--- config.mk ---
export PLATFORM = sky130hd
export DESIGN_NAME = rc_stick_command_decoder
export DESIGN_NICKNAME = d
export VERILOG_FILES = /design/src/hdl/rcsd_pkg.sv /design/src/hdl/rc_stick_command_decoder.sv /design/src/hdl/rcsd_axis_lane.sv /design/src/hdl/rcsd_gesture_merge.sv
export SDC_FILE = /design/constraint.sdc
export NUM_CORES = 1
export LEC_CHECK = 0
export ABC_AREA = 1
export BUFFER_PORTS_ARGS = -buffer_cell sky130_fd_sc_hd__buf_2
export CAP_MARGIN = 5
export CORE_ASPECT_RATIO = 1.5
export CORE_UTILIZATION = 30
export CTS_CLUSTER_DIAMETER = 200
export DETAILED_ROUTE_END_ITERATION = 10
export PLACE_DENSITY = 0.5
export SYNTH_ARGS = -nofsm -noshare
export SYNTH_HDL_FRONTEND = slang
export SYNTH_SLANG_ARGS = --single-unit
--- constraint.sdc ---
create_clock -name clk -period 4.9 [get_ports clk]
set_input_delay 0 -clock clk [delete_from_list [all_inputs] [get_ports clk]]
set_output_delay 0 -clock clk [all_outputs]
set_load 0.05 [all_outputs]
--- src/hdl/rcsd_pkg.sv ---
// Package for the stick-command decoder: request and result structs, axis,
// gesture, gate and register codes, and the gesture table lookup.
// No dependencies; every other file in hdl/ imports it.
package rcsd_pkg;

	localparam int ValueW   = 12;
	localparam int TimeW    = 32;
	localparam int DelayW   = 16;
	localparam int CountW   = 8;
	localparam int PatternW = 8;
	localparam int CodeW    = 5;
	localparam int NumAxes  = 4;
	localparam int AddrW    = 5;
	localparam int DataW    = 32;

	localparam logic [CountW-1:0] HOLD_MAX     = 8'd250;
	localparam logic [CountW-1:0] GESTURE_HOLD = 8'd20;
	localparam logic [CountW-1:0] TRIM_HOLD    = 8'd10;
	localparam logic [TimeW-1:0]  TICK_MS      = 32'd20;

	localparam logic [ValueW-1:0] LOW_THRESHOLD_RST  = 12'd1100;
	localparam logic [ValueW-1:0] HIGH_THRESHOLD_RST = 12'd1900;
	localparam logic [DelayW-1:0] DISARM_DELAY_RST   = 16'd250;

	typedef enum logic [1:0] {
		AX_NONE = 2'b00,
		AX_LO   = 2'b01,
		AX_HI   = 2'b10,
		AX_CE   = 2'b11
	} axis_class_t;

	typedef enum logic [CodeW-1:0] {
		GC_NONE          = 5'd0,
		GC_GYRO_CAL      = 5'd1,
		GC_WP_SAVE       = 5'd2,
		GC_WP_LOAD       = 5'd3,
		GC_MISSION_NEXT  = 5'd4,
		GC_MISSION_PREV  = 5'd5,
		GC_WP_RESET      = 5'd6,
		GC_CFG_PROFILE1  = 5'd7,
		GC_CFG_PROFILE2  = 5'd8,
		GC_CFG_PROFILE3  = 5'd9,
		GC_BAT_PROFILE1  = 5'd10,
		GC_BAT_PROFILE2  = 5'd11,
		GC_BAT_PROFILE3  = 5'd12,
		GC_SAVE          = 5'd13,
		GC_ACC_CAL       = 5'd14,
		GC_MAG_CAL       = 5'd15,
		GC_TRIM_PITCH_HI = 5'd16,
		GC_TRIM_PITCH_LO = 5'd17,
		GC_TRIM_ROLL_HI  = 5'd18,
		GC_TRIM_ROLL_LO  = 5'd19
	} gesture_code_t;

	typedef enum logic [1:0] {
		GATE_NONE    = 2'd0,
		GATE_WP      = 2'd1,
		GATE_MISSION = 2'd2,
		GATE_PROFILE = 2'd3
	} gate_t;

	typedef enum logic [1:0] {
		HOLD_KEEP  = 2'd0,
		HOLD_CLEAR = 2'd1,
		HOLD_TEN   = 2'd2
	} hold_action_t;

	typedef enum logic [2:0] {
		REG_LOW_THRESHOLD  = 3'd0,
		REG_HIGH_THRESHOLD = 3'd1,
		REG_DISARM_DELAY   = 3'd2,
		REG_DISARM_ANY_THR = 3'd3,
		REG_AUTO_ARM       = 3'd4,
		REG_PROFILE_EN     = 3'd5,
		REG_WAYPOINT_EN    = 3'd6,
		REG_MISSION_EN     = 3'd7
	} reg_index_t;

	typedef struct packed {
		logic [ValueW-1:0] roll_value;
		logic [ValueW-1:0] pitch_value;
		logic [ValueW-1:0] yaw_value;
		logic [ValueW-1:0] throttle_value;
		logic [TimeW-1:0]  now_ms;
		logic              throttle_at_low;
		logic              arm_switch_on;
		logic              link_trusted;
		logic              is_armed;
		logic              menu_active;
		logic              plane_motorstop;
	} stick_req_t;

	typedef struct packed {
		logic [PatternW-1:0] stick_pattern;
		logic                arm_request;
		logic                disarm_request;
		logic [CodeW-1:0]    gesture_code;
	} decode_rsp_t;

	typedef struct packed {
		logic profile_en;
		logic waypoint_en;
		logic mission_en;
	} gesture_enables_t;

	typedef struct packed {
		gesture_code_t code;
		gate_t         gate;
		hold_action_t  hold;
	} gesture_entry_t;

	typedef struct packed {
		logic          hit;
		gesture_code_t code;
		hold_action_t  hold;
	} gesture_hit_t;

	function automatic logic [PatternW-1:0] pat(axis_class_t thr, axis_class_t yaw,
			axis_class_t pitch, axis_class_t roll);
		return {thr, yaw, pitch, roll};
	endfunction

	// Gesture table: throttle, yaw, pitch, roll.
	function automatic gesture_entry_t gesture_lookup(logic [PatternW-1:0] pattern);
		gesture_entry_t e;
		e = '{code: GC_NONE, gate: GATE_NONE, hold: HOLD_KEEP};
		unique case (pattern)
			pat(AX_LO, AX_LO, AX_LO, AX_CE): e = '{GC_GYRO_CAL, GATE_NONE, HOLD_KEEP};
			pat(AX_LO, AX_CE, AX_HI, AX_LO): e = '{GC_WP_SAVE, GATE_WP, HOLD_KEEP};
			pat(AX_LO, AX_CE, AX_HI, AX_HI): e = '{GC_WP_LOAD, GATE_WP, HOLD_KEEP};
			pat(AX_LO, AX_CE, AX_CE, AX_HI): e = '{GC_MISSION_NEXT, GATE_MISSION, HOLD_CLEAR};
			pat(AX_LO, AX_CE, AX_CE, AX_LO): e = '{GC_MISSION_PREV, GATE_MISSION, HOLD_CLEAR};
			pat(AX_LO, AX_CE, AX_LO, AX_HI): e = '{GC_WP_RESET, GATE_WP, HOLD_KEEP};
			pat(AX_LO, AX_LO, AX_CE, AX_LO): e = '{GC_CFG_PROFILE1, GATE_PROFILE, HOLD_KEEP};
			pat(AX_LO, AX_LO, AX_HI, AX_CE): e = '{GC_CFG_PROFILE2, GATE_PROFILE, HOLD_KEEP};
			pat(AX_LO, AX_LO, AX_CE, AX_HI): e = '{GC_CFG_PROFILE3, GATE_PROFILE, HOLD_KEEP};
			pat(AX_HI, AX_LO, AX_CE, AX_LO): e = '{GC_BAT_PROFILE1, GATE_PROFILE, HOLD_KEEP};
			pat(AX_HI, AX_LO, AX_HI, AX_CE): e = '{GC_BAT_PROFILE2, GATE_PROFILE, HOLD_KEEP};
			pat(AX_HI, AX_LO, AX_CE, AX_HI): e = '{GC_BAT_PROFILE3, GATE_PROFILE, HOLD_KEEP};
			pat(AX_LO, AX_LO, AX_LO, AX_HI): e = '{GC_SAVE, GATE_NONE, HOLD_KEEP};
			pat(AX_HI, AX_LO, AX_LO, AX_CE): e = '{GC_ACC_CAL, GATE_NONE, HOLD_KEEP};
			pat(AX_HI, AX_HI, AX_LO, AX_CE): e = '{GC_MAG_CAL, GATE_NONE, HOLD_KEEP};
			pat(AX_HI, AX_CE, AX_HI, AX_CE): e = '{GC_TRIM_PITCH_HI, GATE_NONE, HOLD_TEN};
			pat(AX_HI, AX_CE, AX_LO, AX_CE): e = '{GC_TRIM_PITCH_LO, GATE_NONE, HOLD_TEN};
			pat(AX_HI, AX_CE, AX_CE, AX_HI): e = '{GC_TRIM_ROLL_HI, GATE_NONE, HOLD_TEN};
			pat(AX_HI, AX_CE, AX_CE, AX_LO): e = '{GC_TRIM_ROLL_LO, GATE_NONE, HOLD_TEN};
			default: e = '{code: GC_NONE, gate: GATE_NONE, hold: HOLD_KEEP};
		endcase
		return e;
	endfunction

endpackage

--- src/hdl/rc_stick_command_decoder.sv ---
// Top level of the stick-command decoder: configuration registers, the
// request and result handshakes, hold counter and arm/disarm logic.
// Depends on rcsd_pkg, rcsd_axis_lane and rcsd_gesture_merge.
//
//   Channel   Direction  Handshake                       Payload
//   stick     in         stick_valid / stick_stall       stick_data (stick_req_t)
//   decode    out        decode_valid / decode_stall     decode_data (decode_rsp_t)
//   config    in         APB write, psel&penable&pwrite  pwdata, register 4*i
//
// Each request is registered in stage one, then in the output register, and a new
// request can be taken every cycle unless stalled. Stage one is the four axis
// lanes; stage two merges them, updates the hold counter and disarm mark, and
// fills the output register. Reset restores the configuration defaults and clears
// all state. A stall on the result side holds the output register and backs up
// into stage one, and the request side sees stall only once both stages are full.
module rc_stick_command_decoder
	import rcsd_pkg::*;
(
	input  logic             clk,
	input  logic             arst_n,
	input  logic             stick_valid,
	output logic             stick_stall,
	input  stick_req_t       stick_data,
	output logic             decode_valid,
	input  logic             decode_stall,
	output decode_rsp_t      decode_data,
	input  logic             psel,
	input  logic             penable,
	input  logic             pwrite,
	input  logic [AddrW-1:0] paddr,
	input  logic [DataW-1:0] pwdata,
	output logic [DataW-1:0] prdata,
	output logic             pready
);

	// Configuration registers.
	logic [ValueW-1:0] low_threshold_q;
	logic [ValueW-1:0] high_threshold_q;
	logic [DelayW-1:0] disarm_delay_q;
	logic              disarm_any_thr_q;
	logic              auto_arm_q;
	logic              profile_en_q;
	logic              waypoint_en_q;
	logic              mission_en_q;

	reg_index_t        reg_sel;
	logic              cfg_write;

	// Pipeline control and state.
	logic              valid_s1;
	logic              out_valid_q;
	logic              out_free;
	logic              s1_free;
	logic              process;
	stick_req_t        req_s1;
	logic [1:0]        axis_s1 [NumAxes];
	logic [ValueW-1:0] lane_value [NumAxes];

	logic [PatternW-1:0] prev_pattern_q;
	logic [CountW-1:0]   hold_count_q;
	logic [TimeW-1:0]    last_tick_q;
	logic [TimeW-1:0]    disarm_mark_q;

	logic [PatternW-1:0] pattern;
	gesture_hit_t        match;
	gesture_enables_t    enables;

	logic [TimeW-1:0]    tick_elapsed;
	logic [TimeW-1:0]    disarm_elapsed;
	logic                tick_due;
	logic                same_pattern;
	logic [CountW-1:0]   hold_mid;
	logic                take_tick;
	logic                auto_arm_mode;
	logic                arm_req;
	logic                disarm_req;
	logic                skip;
	logic                refresh_mark;
	logic                gesture_fire;
	logic [CountW-1:0]   hold_next;
	decode_rsp_t         rsp_d;

	// ---------------- Configuration port ----------------
	assign pready    = 1'b1;
	assign reg_sel   = reg_index_t'(paddr[AddrW-1:2]);
	assign cfg_write = psel & penable & pwrite & pready;

	always_ff @(posedge clk or negedge arst_n) begin
		if (!arst_n) begin
			low_threshold_q  <= LOW_THRESHOLD_RST;
			high_threshold_q <= HIGH_THRESHOLD_RST;
			disarm_delay_q   <= DISARM_DELAY_RST;
			disarm_any_thr_q <= 1'b1;
			auto_arm_q       <= 1'b0;
			profile_en_q     <= 1'b0;
			waypoint_en_q    <= 1'b1;
			mission_en_q     <= 1'b1;
		end else if (cfg_write) begin
			unique case (reg_sel)
				REG_LOW_THRESHOLD:  low_threshold_q  <= pwdata[ValueW-1:0];
				REG_HIGH_THRESHOLD: high_threshold_q <= pwdata[ValueW-1:0];
				REG_DISARM_DELAY:   disarm_delay_q   <= pwdata[DelayW-1:0];
				REG_DISARM_ANY_THR: disarm_any_thr_q <= pwdata[0];
				REG_AUTO_ARM:       auto_arm_q       <= pwdata[0];
				REG_PROFILE_EN:     profile_en_q     <= pwdata[0];
				REG_WAYPOINT_EN:    waypoint_en_q    <= pwdata[0];
				REG_MISSION_EN:     mission_en_q     <= pwdata[0];
				default: ;
			endcase
		end
	end

	always_comb begin
		unique case (reg_sel)
			REG_LOW_THRESHOLD:  prdata = {{(DataW-ValueW){1'b0}}, low_threshold_q};
			REG_HIGH_THRESHOLD: prdata = {{(DataW-ValueW){1'b0}}, high_threshold_q};
			REG_DISARM_DELAY:   prdata = {{(DataW-DelayW){1'b0}}, disarm_delay_q};
			REG_DISARM_ANY_THR: prdata = {{(DataW-1){1'b0}}, disarm_any_thr_q};
			REG_AUTO_ARM:       prdata = {{(DataW-1){1'b0}}, auto_arm_q};
			REG_PROFILE_EN:     prdata = {{(DataW-1){1'b0}}, profile_en_q};
			REG_WAYPOINT_EN:    prdata = {{(DataW-1){1'b0}}, waypoint_en_q};
			REG_MISSION_EN:     prdata = {{(DataW-1){1'b0}}, mission_en_q};
			default:            prdata = '0;
		endcase
	end

	// ---------------- Handshake ----------------
	assign out_free     = !out_valid_q || !decode_stall;
	assign s1_free      = !valid_s1 || out_free;
	assign stick_stall  = !s1_free;
	assign process      = valid_s1 && out_free;
	assign decode_valid = out_valid_q;

	always_ff @(posedge clk or negedge arst_n) begin
		if (!arst_n) begin
			valid_s1    <= 1'b0;
			out_valid_q <= 1'b0;
		end else begin
			if (s1_free) begin
				valid_s1 <= stick_valid;
			end
			if (out_free) begin
				out_valid_q <= valid_s1;
			end
		end
	end

	// ---------------- Stage one: axis lanes ----------------
	assign lane_value[0] = stick_data.roll_value;
	assign lane_value[1] = stick_data.pitch_value;
	assign lane_value[2] = stick_data.yaw_value;
	assign lane_value[3] = stick_data.throttle_value;

	for (genvar g = 0; g < NumAxes; g++) begin : g_lane
		rcsd_axis_lane u_lane (
			.clk            (clk),
			.load           (s1_free),
			.value          (lane_value[g]),
			.low_threshold  (low_threshold_q),
			.high_threshold (high_threshold_q),
			.axis_s1        (axis_s1[g])
		);
	end

	always_ff @(posedge clk) begin
		if (s1_free) begin
			req_s1 <= stick_data;
		end
	end

	// ---------------- Stage two: merge and state update ----------------
	assign enables = '{profile_en: profile_en_q, waypoint_en: waypoint_en_q,
		mission_en: mission_en_q};

	rcsd_gesture_merge u_merge (
		.axis_s1 (axis_s1),
		.enables (enables),
		.pattern (pattern),
		.match   (match)
	);

	assign tick_elapsed   = req_s1.now_ms - last_tick_q;
	assign disarm_elapsed = req_s1.now_ms - disarm_mark_q;
	assign tick_due       = tick_elapsed >= TICK_MS;
	assign same_pattern   = pattern == prev_pattern_q;
	assign take_tick      = same_pattern && (hold_count_q < HOLD_MAX) && tick_due;

	always_comb begin
		if (!same_pattern) begin
			hold_mid = '0;
		end else if (take_tick) begin
			hold_mid = hold_count_q + CountW'(1);
		end else begin
			hold_mid = hold_count_q;
		end
	end

	assign auto_arm_mode = req_s1.plane_motorstop && auto_arm_q;

	always_comb begin
		arm_req      = 1'b0;
		disarm_req   = 1'b0;
		skip         = 1'b0;
		refresh_mark = 1'b0;
		if (auto_arm_mode) begin
			arm_req = !req_s1.throttle_at_low;
			skip    = !req_s1.throttle_at_low;
		end else if (req_s1.arm_switch_on) begin
			arm_req      = 1'b1;
			refresh_mark = 1'b1;
		end else if (req_s1.is_armed && req_s1.link_trusted) begin
			disarm_req = (disarm_elapsed > {{(TimeW-DelayW){1'b0}}, disarm_delay_q})
				&& (disarm_any_thr_q || req_s1.throttle_at_low);
		end else begin
			refresh_mark = 1'b1;
		end
	end

	assign gesture_fire = !skip && (hold_mid == GESTURE_HOLD) && !req_s1.is_armed
		&& !req_s1.menu_active && match.hit;

	// Mission steps restart the hold; trims drop it back so they repeat.
	always_comb begin
		hold_next = hold_mid;
		if (gesture_fire) begin
			case (match.hold)
				HOLD_CLEAR: hold_next = '0;
				HOLD_TEN:   hold_next = TRIM_HOLD;
				default:    hold_next = hold_mid;
			endcase
		end
	end

	always_ff @(posedge clk or negedge arst_n) begin
		if (!arst_n) begin
			prev_pattern_q <= '0;
			hold_count_q   <= '0;
			last_tick_q    <= '0;
			disarm_mark_q  <= '0;
		end else if (process) begin
			prev_pattern_q <= pattern;
			hold_count_q   <= hold_next;
			if (take_tick) begin
				last_tick_q <= req_s1.now_ms;
			end
			if (refresh_mark) begin
				disarm_mark_q <= req_s1.now_ms;
			end
		end
	end

	assign rsp_d.stick_pattern  = pattern;
	assign rsp_d.arm_request    = arm_req;
	assign rsp_d.disarm_request = disarm_req;
	assign rsp_d.gesture_code   = gesture_fire ? match.code : GC_NONE;

	always_ff @(posedge clk) begin
		if (process) begin
			decode_data <= rsp_d;
		end
	end

endmodule

--- src/hdl/rcsd_axis_lane.sv ---
// One axis lane: classes a channel value against the two thresholds and
// registers the two class bits. Depends on rcsd_pkg.
module rcsd_axis_lane
	import rcsd_pkg::*;
(
	input  logic              clk,
	input  logic              load,
	input  logic [ValueW-1:0] value,
	input  logic [ValueW-1:0] low_threshold,
	input  logic [ValueW-1:0] high_threshold,
	output logic [1:0]        axis_s1
);

	logic [1:0] axis_d;

	// Bit 1: above the low threshold; bit 0: below the high threshold.
	assign axis_d = {value > low_threshold, value < high_threshold};

	always_ff @(posedge clk) begin
		if (load) begin
			axis_s1 <= axis_d;
		end
	end

endmodule

--- src/hdl/rcsd_gesture_merge.sv ---
// Merging stage: joins the four lane results into the stick pattern and
// matches it against the gesture table with the enable gates. Depends on rcsd_pkg.
module rcsd_gesture_merge
	import rcsd_pkg::*;
(
	input  logic [1:0]          axis_s1 [NumAxes],
	input  gesture_enables_t    enables,
	output logic [PatternW-1:0] pattern,
	output gesture_hit_t        match
);

	gesture_entry_t entry;
	logic           gate_open;

	// Lane 0 is roll in the low bits, lane 3 throttle in the high bits.
	always_comb begin
		for (int i = 0; i < NumAxes; i++) begin
			pattern[2*i +: 2] = axis_s1[i];
		end
	end

	assign entry = gesture_lookup(pattern);

	always_comb begin
		unique case (entry.gate)
			GATE_WP:      gate_open = enables.waypoint_en;
			GATE_MISSION: gate_open = enables.waypoint_en & enables.mission_en;
			GATE_PROFILE: gate_open = enables.profile_en;
			default:      gate_open = 1'b1;
		endcase
	end

	assign match.hit  = (entry.code != GC_NONE) && gate_open;
	assign match.code = entry.code;
	assign match.hold = entry.hold;

endmodule

==> metrics.txt <==
FF+latch count, synth=188; Register-to-Register Setup Slack=0.84 ns; critical path endpoint category=flip-flop; nature of the critical path startpoint=flip-flop; worst path required time=5.12 ns; RSZ-0062 raised after global routing=false; clk buf depth=2; Post-Syn Area=14,950 sq um; Iter 0 DRT Violations=679; Vias/cell=4.734; setup violators final=0; io pins=180; ys async rst share=0.6755; Post-synth EDFFs=61; internal power=4041 uW; Crit Path Max Fanout=4; Clock transition at path regs=0.08 ns; YS warnings=0; Comb pwr share=0.500; Reg power frac=0.295; Rel. slew slack=0.3569; Post-CTS Setup Inserts=0; vias=13,920; Clock Latency Late Sink=0.47 ns; H-tree Lvls=4; Peak Freq=246.4 MHz; first-pass GRT wire length=72,840 um; worst vdd ir=0.2740 mV; count of input and output buffers=144; Slew Viols, Final=0; Area Growth Syn to Fin=18.27%; critical path's slowest cell=a21boi_0; Die X=184.3 um; Switch Pwr=3241 uW; Placed Cells incl. Taps=2,837; CTS root buf=clkbuf_16; final design utilization=0.3615; Hold Violations, Final=0; crit share post-route=0.8283; CP arrival=4.28 ns; sequential share of the synthesized area=0.3367; post-route ant nets=0; most frequent CP cell=inv_1; Critical Path, Cell by Cell=inv_1 > ha_1 > inv_1 > fa_1 > nand3_1 > nand2_1 > a21boi_0 > inv_1 > a21oi_1 > inv_1 > a21oi_1 > inv_1 > a21oi_1 > xor2_1 > nand2_1 > nor2_1 > nand2_1 > nor2_1 > o21ai_0 > nand2_1 > nor2_1; initial core utilization=0.3056; Final Non-Filler Cells=2,940; Static Leak=0.008916 uW; global-route usage over all layers=0.1887; post-layout min period=4.059 ns; CTS tree=done; Clock Skew=0.01804 ns; core outline area=48,930 sq um; post-route setup TNS=0 ns; slowest stage delay, CP=0.43 ns; antenna violations before repair=2; GRT overflow=0; drt first pass iters=7; synthesized instance count=2,059; clk sink count=188; Slew @ Worst Pin=0.9403 ns; Wirelength per Cell=15.91 um; gpl congestion=0.9261; DPL Wire Length=37,990 um; Netlist cell types=55; Total Nets Final=2,573; status=finished, final reports clean; pin count of the biggest net entering global routing=78; power density cells=411.7 nW/um^2; Total Routed Length=46,770 um; CTS Buf Count=17; vias in the first global route=13,880; layout cells sized above 1=0.1174; # DRC=0; die height=275.4 um; Post-Syn Area per Cell=7.262 sq um; Sw Share=0.4451; max-cap violation count=0; Site Rows=99; HP Class=primary input to flip-flop; clock power share=0.205; commonest register cell after synthesis=dfrtp_1; die area=50,760 sq um; WS Path Type=flip-flop to flip-flop
==> sequential cells by signal (all words and copies together), names as in the netlist, 12 cells and up <==
signal	flops
req_s1	38
low_threshold_q	12
disarm_delay_q	16
disarm_mark_q	32
last_tick_q	32
high_threshold_q	12
decode_data	15
==> worst paths after layout <==
path | from | to | cells past startpoint
setup / recovery | req_s1[6] | decode_data[5] | 21
hold reg to reg | disarm_delay_q[9] | disarm_delay_q[9] | 2
hold / removal | stick_data[85] | g_lane[0].u_lane.axis_s1[0] | 3
min in group asynchronous | arst_n | last_tick_q[27] | 2
setup reg to reg | req_s1[6] | decode_data[5] | 21
max in group asynchronous | arst_n | last_tick_q[23] | 3
==> through the flow <==
stage / power [uW] / setup slack, ns / cell area, sq um / hold WS (ns)
after floorplan: 4746 / 1.794 / 15010 / -0.2956
after global placement: 5731 / 0.8637 / 16380 / 0.1342
after detailed placement: 5785 / 0.8497 / 16380 / 0.1416
after CTS: 7381 / 0.8304 / 17680 / 0.002138
after global routing: 7924 / 0.5021 / 17690 / 0.03805
final: 7282 / 0.8413 / 17690 / 0.04082
==> metal layers <==
metal,wire (um),GRT usage,up-vias
met4,1772,0.08355,0
met3,1516,0.03233,64
met5,0,0,-
li1,-,-,7109
met1,18250,0.1937,6495
met2,25240,0.3685,249
==> power by group through the flow <==
stage / logic (uW) / clock network [uW] / registers, uW
4_1_cts: 3680 / 1550 / 2150
3_3_place_gp: 3560 / 0 / 2170
5_1_grt: 4140 / 1600 / 2180
6_report: 3640 / 1490 / 2150
2_1_floorplan: 2590 / 0 / 2160
3_5_place_dp: 3610 / 0 / 2170
==> synthesized netlist by cell type (3+ instances only) <==
cell type / count / area [sq um]
nor4_1: 4 / 25.02
nand3b_1: 10 / 75.07
buf_4: 17 / 127.6
o21a_1: 3 / 22.52
ha_1: 172 / 2152
inv_1: 357 / 1340
buf_2: 3 / 15.01
a211oi_1: 4 / 30.03
a21o_1: 8 / 60.06
nand4_1: 37 / 231.5
inv_2: 9 / 33.78
o21ai_0: 146 / 730.7
or2_2: 13 / 81.33
edfxtp_1: 61 / 1832
o211ai_1: 9 / 67.56
dfstp_2: 20 / 525.5
xnor2_1: 15 / 131.4
nor2_1: 129 / 484.2
a2111oi_0: 4 / 35.03
nand3_2: 5 / 50.05
and2_1: 9 / 56.30
dfrtp_1: 107 / 2678
o221ai_1: 18 / 157.7
nand3_1: 86 / 430.4
a31oi_1: 7 / 43.79
a21oi_1: 119 / 595.6
nor3_1: 21 / 105.1
nor2_2: 16 / 100.1
nand2_1: 564 / 2117
a21boi_0: 5 / 37.54
clkbuf_1: 23 / 86.33
xor2_1: 17 / 148.9
nand2_2: 12 / 75.07
==> worst max-delay path: cells and delay by family (launching register included) <==
family	cells	cell delay [ns]
AOI/OAI and AO/OA	5	1.39
adders and majority gates	2	0.57
and+or+nand+nor	8	0.88
DFF	1	0.36
buffers and inverters	5	0.45
xor gates and xnor gates	1	0.16
==> cell type report <==
type                       count  area (sq um)
antenna                        2         5.005
clock buffer                  20         446.7
clock inverter                12         161.4
fill                        5245         31240
inverter                     367          1380
multi-input combinational   1476          8374
sequential                   188          5035
tap                          656         820.8
timing repair buffer         219          1463
==> cells in the final DEF (no fill, tap or decap), drive strengths merged, types with 15 or more instances in the layout <==
cell and count:
a21oi 119, buf 150, clkbuf 20, conb 17
dfrtp 107, dfstp 20, dlygate4sd3 69, edfxtp 61
ha 172, inv 371, nand2 577, nand3 92
nand4 37, nor2 146, nor3 24, o21ai 148
o221ai 18, xnor2 15, xor2 17
==> logic make-up (layout without fill, tap and decap cells) <==
group / count (synthesis) / after routing / synth area share
xor+xnor: 32 / 32 / 0.01874
buf+inv: 410 / 618 / 0.1076
fa+ha+maj: 174 / 174 / 0.1466
flops: 188 / 188 / 0.3367
simple gates: 918 / 918 / 0.2642
other cells: 2 / 19 / 0.0005022
compound gates: 335 / 335 / 0.1257
==> timing repair <==
| item | 4_1_cts | 5_1_grt |
|---|---|---|
| endpoints found under the setup margin | 0 | 0 |
| gates resized for setup | 0 | 0 |
| hold buffers | 69 | 0 |
| endpoints found under the hold margin | 158 | 0 |
No activity file was read; power rests on OpenSTA's default activity.
